--- src/rtl/sat_pkg.sv ---
package sat_pkg;

    // Default width of the argument counter
    localparam int COUNT_BITS_DEF = 8;

    // Character codes the parser reacts to
    localparam logic [7:0] CH_SPACE  = 8'h20;
    localparam logic [7:0] CH_TAB    = 8'h09;
    localparam logic [7:0] CH_BSLASH = 8'h5C;
    localparam logic [7:0] CH_SQUOTE = 8'h27;
    localparam logic [7:0] CH_DQUOTE = 8'h22;

    // Largest count shown on the result
    localparam logic [7:0] SHOWN_MAX = 8'hFF;

    // Parser states
    typedef enum logic [2:0] {
        ST_BETWEEN = 3'd0,
        ST_IN_ARG  = 3'd1,
        ST_ESC     = 3'd2,
        ST_SQ      = 3'd3,
        ST_DQ      = 3'd4,
        ST_SQ_ESC  = 3'd5,
        ST_DQ_ESC  = 3'd6
    } t_state;

    // Input beat
    typedef struct packed {
        logic [7:0] ch;
        logic       end_of_line;
    } t_in_beat;

    // Result beat
    typedef struct packed {
        logic [7:0] out_char;
        logic       char_valid;
        logic       arg_start;
        logic       arg_end;
        logic [7:0] arg_count;
        logic       line_done;
    } t_out_beat;

endpackage

--- src/rtl/sat_step.sv ---
module sat_step #(
    parameter int COUNT_BITS = sat_pkg::COUNT_BITS_DEF
) (
    input  sat_pkg::t_state    i_state,
    input  logic [COUNT_BITS-1:0] i_args,
    input  sat_pkg::t_in_beat  i_beat,
    output sat_pkg::t_state    o_state,
    output logic [COUNT_BITS-1:0] o_args,
    output sat_pkg::t_out_beat o_beat
);

    localparam int WIDE = (COUNT_BITS > 8) ? COUNT_BITS : 8;
    localparam logic [COUNT_BITS-1:0] ARGS_MAX = {COUNT_BITS{1'b1}};

    sat_pkg::t_state nx;
    logic keep;
    logic is_sep;
    logic open_before;
    logic start;
    logic stop;
    logic [COUNT_BITS-1:0] args_inc;
    logic [WIDE-1:0] shown_wide;
    logic [7:0] shown;

    assign is_sep = (i_beat.ch == sat_pkg::CH_SPACE) || (i_beat.ch == sat_pkg::CH_TAB);
    assign open_before = (i_state != sat_pkg::ST_BETWEEN) && (i_state != 3'd7);

    // Next state for a character beat
    always_comb begin
        nx = i_state;
        unique case (i_state)
            sat_pkg::ST_ESC: begin
                nx = sat_pkg::ST_IN_ARG;
            end
            sat_pkg::ST_SQ: begin
                if (i_beat.ch == sat_pkg::CH_BSLASH) begin
                    nx = sat_pkg::ST_SQ_ESC;
                end else if (i_beat.ch == sat_pkg::CH_SQUOTE) begin
                    nx = sat_pkg::ST_IN_ARG;
                end
            end
            sat_pkg::ST_DQ: begin
                if (i_beat.ch == sat_pkg::CH_BSLASH) begin
                    nx = sat_pkg::ST_DQ_ESC;
                end else if (i_beat.ch == sat_pkg::CH_DQUOTE) begin
                    nx = sat_pkg::ST_IN_ARG;
                end
            end
            sat_pkg::ST_SQ_ESC: begin
                nx = sat_pkg::ST_SQ;
            end
            sat_pkg::ST_DQ_ESC: begin
                nx = sat_pkg::ST_DQ;
            end
            default: begin
                // between arguments, inside one, or the unused code
                if (is_sep) begin
                    nx = sat_pkg::ST_BETWEEN;
                end else if (i_beat.ch == sat_pkg::CH_BSLASH) begin
                    nx = sat_pkg::ST_ESC;
                end else if (i_beat.ch == sat_pkg::CH_SQUOTE) begin
                    nx = sat_pkg::ST_SQ;
                end else if (i_beat.ch == sat_pkg::CH_DQUOTE) begin
                    nx = sat_pkg::ST_DQ;
                end else begin
                    nx = sat_pkg::ST_IN_ARG;
                end
            end
        endcase
    end

    // Whether the byte is kept in the argument
    always_comb begin
        keep = 1'b0;
        unique case (i_state)
            sat_pkg::ST_ESC, sat_pkg::ST_SQ_ESC, sat_pkg::ST_DQ_ESC: begin
                keep = 1'b1;
            end
            sat_pkg::ST_SQ: begin
                keep = (i_beat.ch != sat_pkg::CH_BSLASH) && (i_beat.ch != sat_pkg::CH_SQUOTE);
            end
            sat_pkg::ST_DQ: begin
                keep = (i_beat.ch != sat_pkg::CH_BSLASH) && (i_beat.ch != sat_pkg::CH_DQUOTE);
            end
            default: begin
                keep = !is_sep && (i_beat.ch != sat_pkg::CH_BSLASH)
                    && (i_beat.ch != sat_pkg::CH_SQUOTE) && (i_beat.ch != sat_pkg::CH_DQUOTE);
            end
        endcase
    end

    assign start = !open_before && (nx != sat_pkg::ST_BETWEEN);
    assign stop  = open_before && (nx == sat_pkg::ST_BETWEEN);

    // Saturating argument count
    assign args_inc = (start && (i_args != ARGS_MAX)) ? i_args + 1'b1 : i_args;

    // Shown count: after this beat for characters, as is at end of line
    assign shown_wide = i_beat.end_of_line ? WIDE'(i_args) : WIDE'(args_inc);
    assign shown = (shown_wide > WIDE'(sat_pkg::SHOWN_MAX)) ? sat_pkg::SHOWN_MAX
                                                            : shown_wide[7:0];

    // End of line closes everything and returns to reset values
    always_comb begin
        o_beat.arg_count = shown;
        if (i_beat.end_of_line) begin
            o_state           = sat_pkg::ST_BETWEEN;
            o_args            = '0;
            o_beat.out_char   = 8'h00;
            o_beat.char_valid = 1'b0;
            o_beat.arg_start  = 1'b0;
            o_beat.arg_end    = open_before;
            o_beat.line_done  = 1'b1;
        end else begin
            o_state           = nx;
            o_args            = args_inc;
            o_beat.out_char   = keep ? i_beat.ch : 8'h00;
            o_beat.char_valid = keep;
            o_beat.arg_start  = start;
            o_beat.arg_end    = stop;
            o_beat.line_done  = 1'b0;
        end
    end

endmodule

--- src/rtl/shell_argument_tokenizer_top.sv ---
// Shell argument tokenizer.
// Input channel (i_in_valid / o_in_ready / i_in_data): one byte of a command
// line per beat, or an end-of-line beat that closes any open argument and
// returns the parser to its reset state.
// Output channel (o_out_valid / i_out_ready / o_out_data): exactly one result
// beat per input beat, in order: the kept byte, argument start/end flags,
// the running argument count and a line-done flag.
// The accepting edge loads the input register; the beat then moves through
// the parser logic into the result register once that register is free.
// Throughput is one beat per cycle while the receiver does not stall; the
// parse state and counter are updated in the same cycle the beat moves
// into the result register.
// When the receiver stalls, the result register holds and the input
// register still takes one more beat; after that o_in_ready drops until the
// result drains. Reset (i_rst_n low, synchronous) empties both registers,
// sets the parser between arguments and clears the argument count.
module shell_argument_tokenizer_top #(
    parameter int COUNT_BITS = sat_pkg::COUNT_BITS_DEF
) (
    input  logic               i_clk,
    input  logic               i_rst_n,
    input  logic               i_in_valid,
    output logic               o_in_ready,
    input  sat_pkg::t_in_beat  i_in_data,
    output logic               o_out_valid,
    input  logic               i_out_ready,
    output sat_pkg::t_out_beat o_out_data
);

    logic                  r_in_valid;
    sat_pkg::t_in_beat     r_in;
    logic                  r_out_valid;
    sat_pkg::t_out_beat    r_out;
    sat_pkg::t_state       r_state;
    logic [COUNT_BITS-1:0] r_args;

    sat_pkg::t_state       n_state;
    logic [COUNT_BITS-1:0] n_args;
    sat_pkg::t_out_beat    n_out;

    logic out_free;
    logic adv;

    // Handshake: result register frees when empty or taken
    assign out_free   = !r_out_valid || i_out_ready;
    assign adv        = r_in_valid && out_free;
    assign o_in_ready = !r_in_valid || out_free;

    sat_step #(
        .COUNT_BITS(COUNT_BITS)
    ) u_step (
        .i_state (r_state),
        .i_args  (r_args),
        .i_beat  (r_in),
        .o_state (n_state),
        .o_args  (n_args),
        .o_beat  (n_out)
    );

    // Control and parser state
    always_ff @(posedge i_clk) begin
        if (!i_rst_n) begin
            r_in_valid  <= 1'b0;
            r_out_valid <= 1'b0;
            r_state     <= sat_pkg::ST_BETWEEN;
            r_args      <= '0;
        end else begin
            if (o_in_ready) begin
                r_in_valid <= i_in_valid;
            end
            if (out_free) begin
                r_out_valid <= r_in_valid;
            end
            if (adv) begin
                r_state <= n_state;
                r_args  <= n_args;
            end
        end
    end

    // Payload registers
    always_ff @(posedge i_clk) begin
        if (o_in_ready && i_in_valid) begin
            r_in <= i_in_data;
        end
        if (adv) begin
            r_out <= n_out;
        end
    end

    assign o_out_valid = r_out_valid;
    assign o_out_data  = r_out;

endmodule

--- config.mk ---
export PLATFORM = sky130hd
export DESIGN_NAME = shell_argument_tokenizer_top
export DESIGN_NICKNAME = d
export VERILOG_FILES = /design/src/rtl/sat_pkg.sv /design/src/rtl/sat_step.sv /design/src/rtl/shell_argument_tokenizer_top.sv
export SDC_FILE = /design/constraint.sdc
export NUM_CORES = 1
export LEC_CHECK = 0
export BUFFER_PORTS_ARGS = -buffer_cell sky130_fd_sc_hd__buf_4
export CORE_UTILIZATION = 55
export DETAILED_ROUTE_END_ITERATION = 8
export GPL_TIMING_DRIVEN = 0
export PLACE_DENSITY = 0.78
export SYNTH_ARGS = -nofsm -noshare
export SYNTH_HDL_FRONTEND = slang
export SYNTH_SLANG_ARGS = --single-unit
--- constraint.sdc ---
create_clock -name i_clk -period 3 [get_ports i_clk]
set_input_delay 0.6 -clock i_clk [delete_from_list [all_inputs] [get_ports i_clk]]
set_output_delay 0.6 -clock i_clk [all_outputs]
set_load 0.005 [all_outputs]
Word-level counts from Yosys, hierarchy flattened --
Cells that the tools add are included.
Word-level totals: flip-flop bits (word level) 42, bits of input ports 13, output and inout bits 22
Cells by class: $add $sub $neg 1, magnitude comparators 1, equality and inequality tests 15, multiplexer cells 16, bitwise gates (word level) 1, reductions and logical operators 23
Operators by type and width (number):
- 3-bit two-way mux | 9
- 8-bit by 6-bit equality test with 1-bit output (second input constant) | 3
- 8-bit two-way mux | 3
- 8-bit by 6-bit != test with 1-bit output (second input constant) | 2
- 3-bit one-hot mux with 5 select lines | 1
- 1-bit logical AND | 11
- 3-bit equality test (second input constant) | 3
- 8-bit by 1-bit adder with 8-bit output (second input constant) | 1
- 8-bit by 4-bit equality test with 1-bit output (second input constant) | 1
- 8-bit by 7-bit equality test with 1-bit output (second input constant) | 1
- 8-bit greater-than comparator (second input constant) | 1
- 8-bit by 7-bit != test with 1-bit output (second input constant) | 1
- 8-bit != test (second input constant) | 1
- 3-bit by 2-bit equality test with 1-bit output (second input constant) | 2
- 3-bit nonzero test | 2
- 1-bit zero test | 4
- 3-bit zero test | 1
- 1-bit logical OR | 3
- 3-bit != test (second input constant) | 1
- 1-bit one-hot mux with 3 select lines | 1
- 3-bit OR reduction | 1
- 1-bit two-way mux | 2
- 2-bit OR reduction | 1
- 1-bit NOT | 1

Logic depth before layout (Yosys ltp) --
Gate-level depths: netlist of run 1.
depth after elaboration 12, mapped depth 9, gate-level depth less buffers 7

Hierarchy --
A second synthesis of run 1 with hierarchy kept.
Unflattened totals: cell total of the unflattened synthesis 208, area total of the unflattened synthesis 2301.0 um^2
Modules (own cells, without submodules):
- shell_argument_tokenizer_top | instances 1, cells each 85, area each 1410.1 um^2, seq. area each 1131.1 um^2
- sat_step | instances 1, cells each 123, area each 890.9 um^2, seq. area each 0.0 um^2

Worst setup path before layout of run 1 --
Ideal clock, no wire load.
path type input-to-reg, start point in i_out_ready, end point reg r_args[3], arrival time 2.452 ns, required time 2.913 ns, setup slack 0.461 ns, stages on the path 7, cells stage by stage nor2b_1 > nand2b_1 > clkbuf_1 > clkinv_1 > a21oi_1 > o211ai_1 > o31ai_1
On the way: word-level cells in the longest chain between the ends 2
Ends and longest elaborated chain:
- start, declared | RTL line shell_argument_tokenizer_top.sv:26 | input logic i_out_ready,
- 1-bit logical OR | RTL line shell_argument_tokenizer_top.sv:45 | assign out_free = !r_out_valid || i_out_ready;
- 1-bit logical AND | RTL line shell_argument_tokenizer_top.sv:46 | assign adv = r_in_valid && out_free;
- via adv | RTL line shell_argument_tokenizer_top.sv:42 | logic adv;
- end signal, assigned | RTL line shell_argument_tokenizer_top.sv:76 | r_args <= n_args;
- end, declared | RTL line shell_argument_tokenizer_top.sv:35 | logic [COUNT_BITS-1:0] r_args;
The timed path passes the listed nets, and every way through them passes these cells. A chain may end at the register's enable or synchronous reset.

Worst setup path in the final report of run 1 --
start point reg r_in[1] (netlist bit), end point reg r_out, in the netlist o_out_data[2], data pin
On the way: word-level cells in the longest chain between the ends 12, elaborated cells on any way between the ends 21, those cells by class 1 x order compare; 5 x eq/ne; 11 x mux; 4 x reduce/logical
Ends and longest elaborated chain:
- start, declared | RTL line shell_argument_tokenizer_top.sv:31 | sat_pkg::t_in_beat r_in;
- start signal, assigned | RTL line shell_argument_tokenizer_top.sv:84 | r_in <= i_in_data;
- 8-bit by 6-bit equality test with 1-bit output | RTL line sat_step.sv:45, sat_step.sv:63
- 3-bit two-way mux | RTL line sat_step.sv:63 | end else if (i_beat.ch == sat_pkg::CH_DQUOTE) begin
- 3-bit two-way mux | RTL line sat_step.sv:61 | end else if (i_beat.ch == sat_pkg::CH_SQUOTE) begin
- 3-bit two-way mux | RTL line sat_step.sv:59 | end else if (i_beat.ch == sat_pkg::CH_BSLASH) begin
- 3-bit two-way mux | RTL line sat_step.sv:57 | if (is_sep) begin
- 3-bit one-hot mux with 5 select lines * | RTL line sat_step.sv:31 | unique case (i_state)
- 3-bit nonzero test * | RTL line sat_step.sv:92 | assign start = !open_before && (nx != sat_pkg::ST_BETWEEN);
- 1-bit logical AND * | RTL line sat_step.sv:92
- 1-bit logical AND * | RTL line sat_step.sv:96 | assign args_inc = (start && (i_args != ARGS_MAX)) ? i_args + 1'b1 : i_args;
- 8-bit two-way mux * | RTL line sat_step.sv:96
- 8-bit two-way mux * | RTL line sat_step.sv:99 | assign shown_wide = i_beat.end_of_line ? WIDE'(i_args) : WIDE'(args_inc);
- via u_step.shown_wide[1] | RTL line sat_step.sv:22 | logic [WIDE-1:0] shown_wide;
- 8-bit greater-than comparator | RTL line sat_step.sv:100 | assign shown = (shown_wide > WIDE'(sat_pkg::SHOWN_MAX)) ? sat_pkg::SHOWN_MAX
- end signal, assigned | RTL line shell_argument_tokenizer_top.sv:87 | r_out <= n_out;
- end, declared | RTL line shell_argument_tokenizer_top.sv:33 | sat_pkg::t_out_beat r_out;
Mark *: on every way through the listed nets, which the timed path passes. The rest lies on a longest branch.

==> reports/metrics.yaml, run 1 <==
htree_levels: 2
yosys_warnings: 0
grt_start_max_net_pins: 28
die_h_um: 63.1
synth-edff-count: 29
top_layer_used: "met4"
rows: 21
fillers: 277
drt_iter0_markers: 86
status: "finished clean"
holdBufCountCts: 0
reg2regPathDepth: 8
clock_path_buffers: 2
die_x_um: 63.1
syn_area_sq_um: 2050
cts_tree: "built"
io_pins: 35
dr_wl_met2_mm: 2.04
powerDensity_nw_per_um2: 476
start_util_pct: 59.2
root_buffer: "clkbuf_8"
switchingPower_mw: 0.244
r2r-end: "o_out_data[2]"
ys_types: 49
drive_gt1_share_pct: 22.9
crit_start: "r_in[1]"
syn_nets: 203
worstSetupPathType: "reg -> reg"
fin_crit_ps: 2740
r2r_start: "r_in[1]"
p_sw_share_pct: 20.6
cp-end-kind: "flip-flop"
ys.flop_type: "edfxtp_1"
synth_area_leaders: "edfxtp_1 42%, dfxtp_1 13%, nand3_1 3.7%"
async_reset_ff_share_pct: 0
r2r_setup_slack_ps: 260
route.detailed.drc: 0
place_area_sq_um: 2370
multi_input_area_sq_um: 872
yosysSeqAreaShare_pct: 55.1
grt_usage_pct: 24.8
grt_setup_unrepaired: "no"
tightest_slew_ps: 940
portBuffers: 34
syn_area_per_cell_sq_um: 10.9
seqCellArea_sq_um: 1130
grt_pass1_vias: 1617
cts_setup_buffers: 0
fin_crit_sh_pct: 91.4
hold_depth: 1
route.met3.wl_um: 247
crit_path_start_kind: "flip-flop"
grt_pass1_wl_mm: 7.62
cts.sinks: 42
cp_cell_sequence: "nand4b_1 > or4_1 > buf_2 > a31oi_1 > o221ai_2 > a21oi_4 > nor3_2 > mux2_1"
vdd_drop_max_mv: 0.348
internal-power_mw: 0.937
insertion_delay_ps: 300
routed_via_density: 6.03
maxCapViolCount: 0
p_clk_share_pct: 36.4
finalClockSkew_ps: 9.38
crit_path_top_delay_cell: "edfxtp_1"
wl_per_cell_um: 15.3
p_seq_share_pct: 55.9
synth-seq-cells: 42
clkSlewWorstSetupHoldPaths_ps: 80
ant_nets: 0
first_pass_iters: 4
drt-met1-wl_mm: 1.88
setup_viol: 0
syn_to_final_growth_pct: 20.8
p_leak_nw: 0.914
max_freq_mhz: 365
numCtsBuffers: 5
gr-total-overflow: 0
hold_path_end: "r_in[0]"
finalInstanceArea_sq_um: 2480
cp.required_ps: 3050
wirelength_mm: 4.24
fin_nets: 244
via_count: 1669
slowest_delay_ps: 480
power.total_mw: 1.18
grt_antenna_before_repair: 0
synth_top_area_cell: "edfxtp_1"
drv_slew: 0
cts_resized: 1
synth_top_area_share_pct: 42.4
place_congestion: 0.918
hold_viol_final: 0
crit_fanout: 8
coreArea_sq_um: 3470
dieArea_sq_um: 3980
relSlewSlack_pct: 36.8
hp-class: "in -> reg"
min_from: "i_in_data[0]"
dpl.hpwl_mm: 3.04
synth_cells: 189
num_antenna_cells: 0
cp.arrival_ps: 2790
pwr-share-comb_pct: 7.7
## layout make-up
class	instances	area share, %
sequential	42	45.6
multi-input combinational	134	35.1
timing repair buffer	34	10.3
clock buffer	7	3.08
tap	46	2.32
buffer	9	1.71
clock inverter	1	1.21
inverter	4	0.656
## metrics by stage
stage	util, %	instances	setup TNS [ps]	hold slack (ps)	setup slack, ps
floorplan	-	189	0	478	461
global placement	68.3	269	-1720	501	-274
detailed placement	68.3	269	-2470	519	-420
CTS	71.4	277	0	469	197
global route	71.5	277	0	461	76.9
finish	71.5	277	0	474	257
## flip-flops by register name, indices dropped and copies added, names as in the netlist
signal and cells:
r_in 9, r_state 3, r_args 8, o_out_valid 1, o_out_data 20, r_in_valid 1
## critical path: cells and delay by family (launching register included)
kind / cells / cell delay, ps
flip-flops: 1 / 480
buffers and inverters: 1 / 170
multiplexers: 1 / 340
AO/OA/AOI/OAI: 3 / 710
AND/OR/NAND/NOR: 3 / 800
## synth_stat cells (2+ instances only)
library cell,instances
nor4_1,8
o21ai_1,3
dfxtp_1,13
and3_1,4
inv_1,3
o21ai_0,3
nand2b_1,4
o31ai_1,6
xor2_1,6
nor3_1,4
nor2_1,10
a21oi_1,6
nand2_1,11
nand3_1,15
edfxtp_1,29
a22oi_1,3
o211ai_1,6
o21a_1,2
a31oi_1,4
nor2b_1,3
and2_1,10
nand4b_1,2
or3_1,2
clkbuf_1,7
## cells in the final DEF (no fill, tap or decap), types with 2 or more instances in the layout
master	netlist	routed
or3_1	2	2
nand2_1	11	11
dfxtp_1	13	13
o31ai_1	6	6
a31oi_1	4	4
clkbuf_1	7	9
nand4b_1	2	2
a22oi_1	3	3
nor2b_1	3	3
nand3_1	15	15
clkbuf_8	0	5
and3_1	4	4
edfxtp_1	29	29
nor2_1	10	10
o21ai_0	3	3
xor2_1	6	6
nor3_1	4	4
o211ai_1	6	6
nand2b_1	4	4
o21a_1	2	2
o21ai_1	3	3
and2_1	10	10
nor4_1	8	7
a21oi_1	6	6
inv_1	3	3
buf_4	0	34
## power groups by stage
| stage | combinational, mW | sequential (mW) | clock (mW) |
|---|---|---|---|
| floorplan | 0.0445 | 0.671 | 0 |
| global placement | 0.0869 | 0.672 | 0 |
| detailed placement | 0.0907 | 0.673 | 0 |
| CTS | 0.0912 | 0.660 | 0.436 |
| global route | 0.101 | 0.664 | 0.462 |
| finish | 0.0909 | 0.661 | 0.430 |
## metal layers
| layer | track usage [%] | up-vias |
|---|---|---|
| met3 | 6.16 | 9 |
| met2 | 38.8 | 68 |
| met4 | 10.2 | 0 |
| met5 | 0 | - |
| li1 | - | 808 |
| met1 | 32.7 | 784 |
## cells by family after synthesis
logic type / count (synthesis) / share of synthesized area [%]
simple gates: 82 / 22.8
compound gates: 43 / 15.2
buf+inv: 13 / 2.80
fa+ha+maj: 1 / 0.609
mux: 1 / 0.548
flops: 42 / 55.1
xor+xnor: 7 / 2.98
## how the worst max path moves through the flow
stage | end | slack, ps
4_1_cts | o_out_data[2] | 200
2_1_floorplan | r_args[3] | 460
5_1_grt | r_args[6] | 80
6_report | o_out_data[2] | 260
3_3_place_gp | r_args[1] | -270
3_5_place_dp | r_args[6] | -420
Power figures use the tool's default switching activity.
==> run 2, diff against run 1 <==
--- a/config.mk
+++ b/config.mk
@@ -10,6 +10,7 @@
 export DETAILED_ROUTE_END_ITERATION = 8
 export GPL_TIMING_DRIVEN = 0
 export PLACE_DENSITY = 0.78
+export RECOVER_POWER = 100
 export SYNTH_ARGS = -nofsm -noshare
 export SYNTH_HDL_FRONTEND = slang
 export SYNTH_SLANG_ARGS = --single-unit
==> run 2 against run 1 <==
Via count up 0.18%. Sequential cell count unchanged. Clock skew up 0.52 ps. Die area unchanged. Total power down 0.15%. Setup slack worse by 66 ps. First-iteration DRC count up 7.0%. Sequential power about the same. Maximum frequency down 2.3%. Largest power group unchanged.
==> reports/metrics.yaml, run 2 (synthesized netlist as in run 1, its figures left out) <==
fillers: 280  # +1.1%
hold_viol_final: 0  # unchanged
die_h_um: 63.1  # unchanged
grt_usage_pct: 24.8  # unchanged
ant_nets: 0  # unchanged
multi_input_area_sq_um: 862  # -1.1%
gr-total-overflow: 0  # unchanged
place_congestion: 0.918  # unchanged
powerDensity_nw_per_um2: 479  # +0.71%
grt_start_max_net_pins: 28  # unchanged
clkSlewWorstSetupHoldPaths_ps: 80  # about the same
dpl.hpwl_mm: 3.04  # unchanged
fin_crit_sh_pct: 93.6  # +2.2 points
coreArea_sq_um: 3470  # unchanged
fin_nets: 244  # unchanged
numCtsBuffers: 5  # unchanged
htree_levels: 2  # unchanged
pwr-share-comb_pct: 7.4  # -0.3 points
syn_to_final_growth_pct: 19.7
internal-power_mw: 0.934  # -0.35%
pre_cts_ws_ps: -420  # unchanged
seqCellArea_sq_um: 1130  # unchanged
clock_path_buffers: 2  # unchanged
insertion_delay_ps: 300  # about the same
crit_fanout: 8  # unchanged
portBuffers: 34  # unchanged
grt_pass1_wl_mm: 7.62  # unchanged
tightest_slew_ps: 955  # +15.3 ps
p_clk_share_pct: 36.6  # +0.2 points
p_sw_share_pct: 20.8  # +0.16 points
cp-end-kind: "flip-flop"
cp.required_ps: 3050  # about the same
finalClockSkew_ps: 9.90  # +0.516 ps
wl_per_cell_um: 15.3  # +0.19%
grt_pass1_vias: 1617  # unchanged
layout_commonest_cell: "clkbuf_4"
first_pass_iters: 5  # +1
cts.sinks: 42  # unchanged
vdd_drop_max_mv: 0.349  # +0.36%
grt_setup_unrepaired: "no"
switchingPower_mw: 0.245  # +0.61%
setup_viol: 0  # unchanged
wirelength_mm: 4.25  # +0.19%
maxCapViolCount: 0  # unchanged
cp.arrival_ps: 2860  # +70 ps
finish.utilization_pct: 70.9  # -0.61 points
worstSetupPathType: "reg -> reg"
drv_slew: 0  # unchanged
status: "finished clean"
cts_tree: "built"
p_leak_nw: 0.893  # -2.3%
rows: 21  # unchanged
io_pins: 35  # unchanged
cts_setup_buffers: 0  # unchanged
num_antenna_cells: 0  # unchanged
drt_iter0_markers: 92  # +7.0%
crit_path_start_kind: "flip-flop"
via_count: 1672  # +0.18%
routed_via_density: 6.04  # +0.18%
route.detailed.drc: 0  # unchanged
start_util_pct: 59.2  # unchanged
root_buffer: "clkbuf_8"
die_x_um: 63.1  # unchanged
relSlewSlack_pct: 35.8  # -1.0 points
grt_antenna_before_repair: 0  # unchanged
holdBufCountCts: 0  # unchanged
finalWorstSetupSlack_ps: 191  # -65.9 ps
final_cell_mix: "31 x clkbuf_4, 29 x edfxtp_1, 15 x nand3_1, 13 x dfxtp_1"
dieArea_sq_um: 3980  # unchanged
hp-class: "in -> reg"
drive_gt1_share_pct: 21.2  # -1.7 points
p_seq_share_pct: 56.0  # about the same
largest_register_ffs: 20  # unchanged
max_freq_mhz: 356  # -2.3%
fin_crit_ps: 2810  # +65.9 ps
==> run 2: changes by cell type in the layout (fill, tap and decap cells not counted), moves of 2 or more <==
cell / delta
clkbuf_1: +2
clkbuf_4: +31
and2_0: +10
and2_1: -10
buf_4: -32
==> run 2: power by group through the flow <==
stage	Sequential (mW)	Combinational (mW)	Clock (mW)
final	0.661	0.0872	0.431
after floorplan	0.671	0.0445	0
after global routing	0.664	0.0971	0.462
after CTS	0.660	0.0912	0.436
after detailed placement	0.673	0.0907	0
after global placement	0.672	0.0869	0
==> run 2: path summary, 6_finish.rpt <==
path / endpoint / slack (ps) / start / cells after the start
worst max-delay path: o_out_data[2] / 190 / r_in[1] / 8
worst min-delay path: r_in[0] / 500 / i_in_data[0] / 1
worst max register to register: o_out_data[2] / 190 / r_in[1] / 8
worst min register to register: o_out_valid / 530 / r_in_valid / 2
==> run 2: routing by layer <==
metal  vias up  share of wire, %  track usage (%)
li1        804                 -                -
met1       780                44             32.7
met2        81                48             38.8
met3         7               6.7             6.16
met4         0               1.7             10.2
met5         -                 0                0
==> run 2: critical path, cell delays in order (launching register included) <==
cell      delay, ps
edfxtp_1        470
nand4b_1        240
or4_1           470
clkbuf_1        180
and2_0          200
a21oi_1         290
a21oi_4         150
nor3_2          190
mux2_1          350
==> run 2: repair_timing <==
item	in CTS	in global routing
gates resized for setup	1	1
endpoints found under the setup margin	6	1
gates cloned	0	0
==> run 2: cell type report <==
| type | instances | share of cell area (%) |
|---|---|---|
| flip-flops and latches | 42 | 46.0 |
| inverters | 4 | 0.661 |
| repair buffers | 34 | 10.2 |
| clock buffers | 7 | 3.10 |
| well taps | 46 | 2.34 |
| clock inverters | 1 | 1.22 |
| multi-input cells | 134 | 35.0 |
| plain buffers | 9 | 1.42 |
==> run 2: through the flow <==
step / cells / setup TNS (ps) / hold slack, ps / cell area (sq um) / power (mW)
floorplan: 189 / 0 / 478 / 2050 / 0.716
global placement: 269 / -1720 / 501 / 2370 / 0.759
detailed placement: 269 / -2470 / 519 / 2370 / 0.764
CTS: 277 / 0 / 469 / 2470 / 1.19
global route: 277 / 0 / 485 / 2460 / 1.22
finish: 277 / 0 / 495 / 2460 / 1.18
==> run 3, diff against run 2 <==
--- a/config.mk
+++ b/config.mk
@@ -5,12 +5,14 @@
 export SDC_FILE = /design/constraint.sdc
 export NUM_CORES = 1
 export LEC_CHECK = 0
+export ABC_CLOCK_PERIOD_IN_PS = 3000
 export BUFFER_PORTS_ARGS = -buffer_cell sky130_fd_sc_hd__buf_4
 export CORE_UTILIZATION = 55
 export DETAILED_ROUTE_END_ITERATION = 8
 export GPL_TIMING_DRIVEN = 0
 export PLACE_DENSITY = 0.78
 export RECOVER_POWER = 100
+export REMOVE_ABC_BUFFERS = 1
 export SYNTH_ARGS = -nofsm -noshare
 export SYNTH_HDL_FRONTEND = slang
 export SYNTH_SLANG_ARGS = --single-unit
==> run 3 against run 2 <==
Non-clock buffer count is 9 lower. Via count down 6.1%. First-iteration DRC count decreased by 13%. Maximum frequency shrank 0.58%. Utilization decreased by 1.7 points. Die area did not move. Clock skew decreased by 3.9 ps. Setup slack lost 16 ps. Count of clock-buffer cells in the layout decreased by 1. Sequential cell count did not move.
==> reports/metrics.yaml, run 3 (synthesized netlist as in run 1, its figures left out) <==
crit_path_start_kind: "flip-flop"
die_h_um: 63.1  # unchanged
vdd_drop_max_mv: 0.275  # -21%
hp-class: "in -> reg"
drive_gt1_share_pct: 21.2  # -0.041 points
setup_viol: 0  # unchanged
multi_input_area_sq_um: 856  # -0.73%
seqCellArea_sq_um: 1130  # unchanged
cp.required_ps: 3040  # about the same
crit_fanout: 17  # +9
layout_commonest_cell: "clkbuf_4"
dpl.hpwl_mm: 2.65  # -13%
first_pass_iters: 4  # -1
cp_cell_sequence: "nand4b_1 > or4_1 > a31oi_1 > o221ai_2 > a21oi_4 > nor3_2 > mux2_1"
dp.cells: 260  # -3.3%
hold_viol_final: 0  # unchanged
place_area_sq_um: 2320  # -1.8%
ant_nets: 0  # unchanged
die_x_um: 63.1  # unchanged
clock_path_buffers: 2  # unchanged
via_count: 1570  # -6.1%
routed_via_density: 5.86  # -2.9%
drv_slew: 0  # unchanged
drt_iter0_markers: 80  # -13%
route.detailed.drc: 0  # unchanged
io_pins: 35  # unchanged
place_congestion: 0.821  # -11%
tightest_slew_ps: 993  # +37.7 ps
cp-end-kind: "flip-flop"
rows: 21  # unchanged
wl_per_cell_um: 14.1  # -7.8%
htree_levels: 2  # unchanged
fin_crit_ps: 2830  # +16.5 ps
finalClockSkew_ps: 6.01  # -3.89 ps
finalWorstSetupSlack_ps: 174  # -16.5 ps
root_buffer: "clkbuf_8"
powerDensity_nw_per_um2: 448  # -6.6%
relSlewSlack_pct: 33.2  # -2.5 points
reg2regPathDepth: 7  # -1
grt_setup_unrepaired: "no"
fin_crit_sh_pct: 94.2  # +0.55 points
num_antenna_cells: 0  # unchanged
numCtsBuffers: 5  # unchanged
cp.arrival_ps: 2870  # about the same
dieArea_sq_um: 3980  # unchanged
portBuffers: 34  # unchanged
gr-total-overflow: 0  # unchanged
fillers: 276  # -1.4%
finalNonFillerCells: 268  # -3.2%
cts.sinks: 42  # unchanged
wirelength_mm: 3.79  # -11%
clkSlewWorstSetupHoldPaths_ps: 70  # about the same
coreArea_sq_um: 3470  # unchanged
largest_register_ffs: 20  # unchanged
crit_buf_inv: 0  # -1
grt_start_max_net_pins: 28  # unchanged
cts_tree: "built"
maxCapViolCount: 0  # unchanged
syn_to_final_growth_pct: 16.8
slowest_delay_ps: 620  # +150 ps
crit_path_top_delay_cell: "or4_1"
insertion_delay_ps: 290  # about the same
hold_depth: 1  # unchanged
p_leak_nw: 0.868  # -2.7%
grt_usage_pct: 21.3  # -3.5 points
start_util_pct: 59.2  # unchanged
cp_top_family: "simple AND/OR/NAND/NOR gates"
grt_antenna_before_repair: 0  # unchanged
setup_tns_ps: 0  # unchanged
max_freq_mhz: 354  # -0.58%
grt_pass1_vias: 1481  # -8.4%
status: "finished clean"
pre_cts_ws_ps: -152  # +268 ps
cts_setup_buffers: 0  # unchanged
worstSetupPathType: "reg -> reg"
grt_pass1_wl_mm: 6.57  # -14%
final_cell_mix: "32 x clkbuf_4, 29 x edfxtp_1, 15 x nand3_1, 13 x dfxtp_1, 11 x nand2_1"
fin_nets: 235  # -3.7%
finalInstanceArea_sq_um: 2400  # -2.4%
path_depth: 7  # -1
-- run 3: routing by layer --
| metal | up-vias | wire length [um] | part of all wire, % | track usage, % |
|---|---|---|---|---|
| met5 | - | 0 | 0 | 0 |
| met4 | 0 | 49 | 1.3 | 8.43 |
| met3 | 6 | 246 | 6.5 | 5.62 |
| met2 | 58 | 1770 | 47 | 34.3 |
| met1 | 721 | 1730 | 46 | 27.2 |
| li1 | 785 | - | - | - |
-- run 3: metrics by stage --
| step | utilization, % | hold slack, ps | power (mW) |
|---|---|---|---|
| after CTS | 69.4 | 480 | 1.09 |
| after global routing | 69.2 | 498 | 1.12 |
| after global placement | 67.0 | 499 | 0.757 |
| after detailed placement | 67.0 | 522 | 0.760 |
| final | 69.2 | 507 | 1.07 |
| after floorplan | - | 478 | 0.714 |
-- run 3: what timing repair did --
item,in CTS,in global routing
gates resized for setup,0,1
hold buffers,0,0
endpoints found under the setup margin,0,7
-- run 3: worst reg2reg max path, stage by stage, from the launching register on --
cell and delay (ps):
edfxtp_1 460, nand4b_1 230, or4_1 620, a31oi_1 250, o221ai_2 170, a21oi_4 410, nor3_2 110, mux2_1 330
-- run 3: power by group --
| part | switching [mW] | internal (mW) | total, mW | leakage, nW |
|---|---|---|---|---|
| Sequential | 0.0180 | 0.646 | 0.664 | 0.381 |
| Combinational | 0.0417 | 0.0391 | 0.0808 | 0.444 |
| Clock | 0.171 | 0.160 | 0.330 | 0.0426 |
-- run 3: final timing paths --
path                start            end  slack, ps
min reg2reg    r_in_valid     r_in_valid        540
min          i_in_data[3]        r_in[3]        510
max               r_in[1]  o_out_data[2]        170
max reg2reg       r_in[1]  o_out_data[2]        170
-- run 3: area by class of cell --
cell class              instances  share of cell area (%)
clock inverters                 2                   0.365
multi-input cells             134                    35.7
flip-flops and latches         42                    47.1
well taps                      46                    2.40
clock buffers                   6                    3.02
inverters                       4                   0.782
repair buffers                 34                    10.6
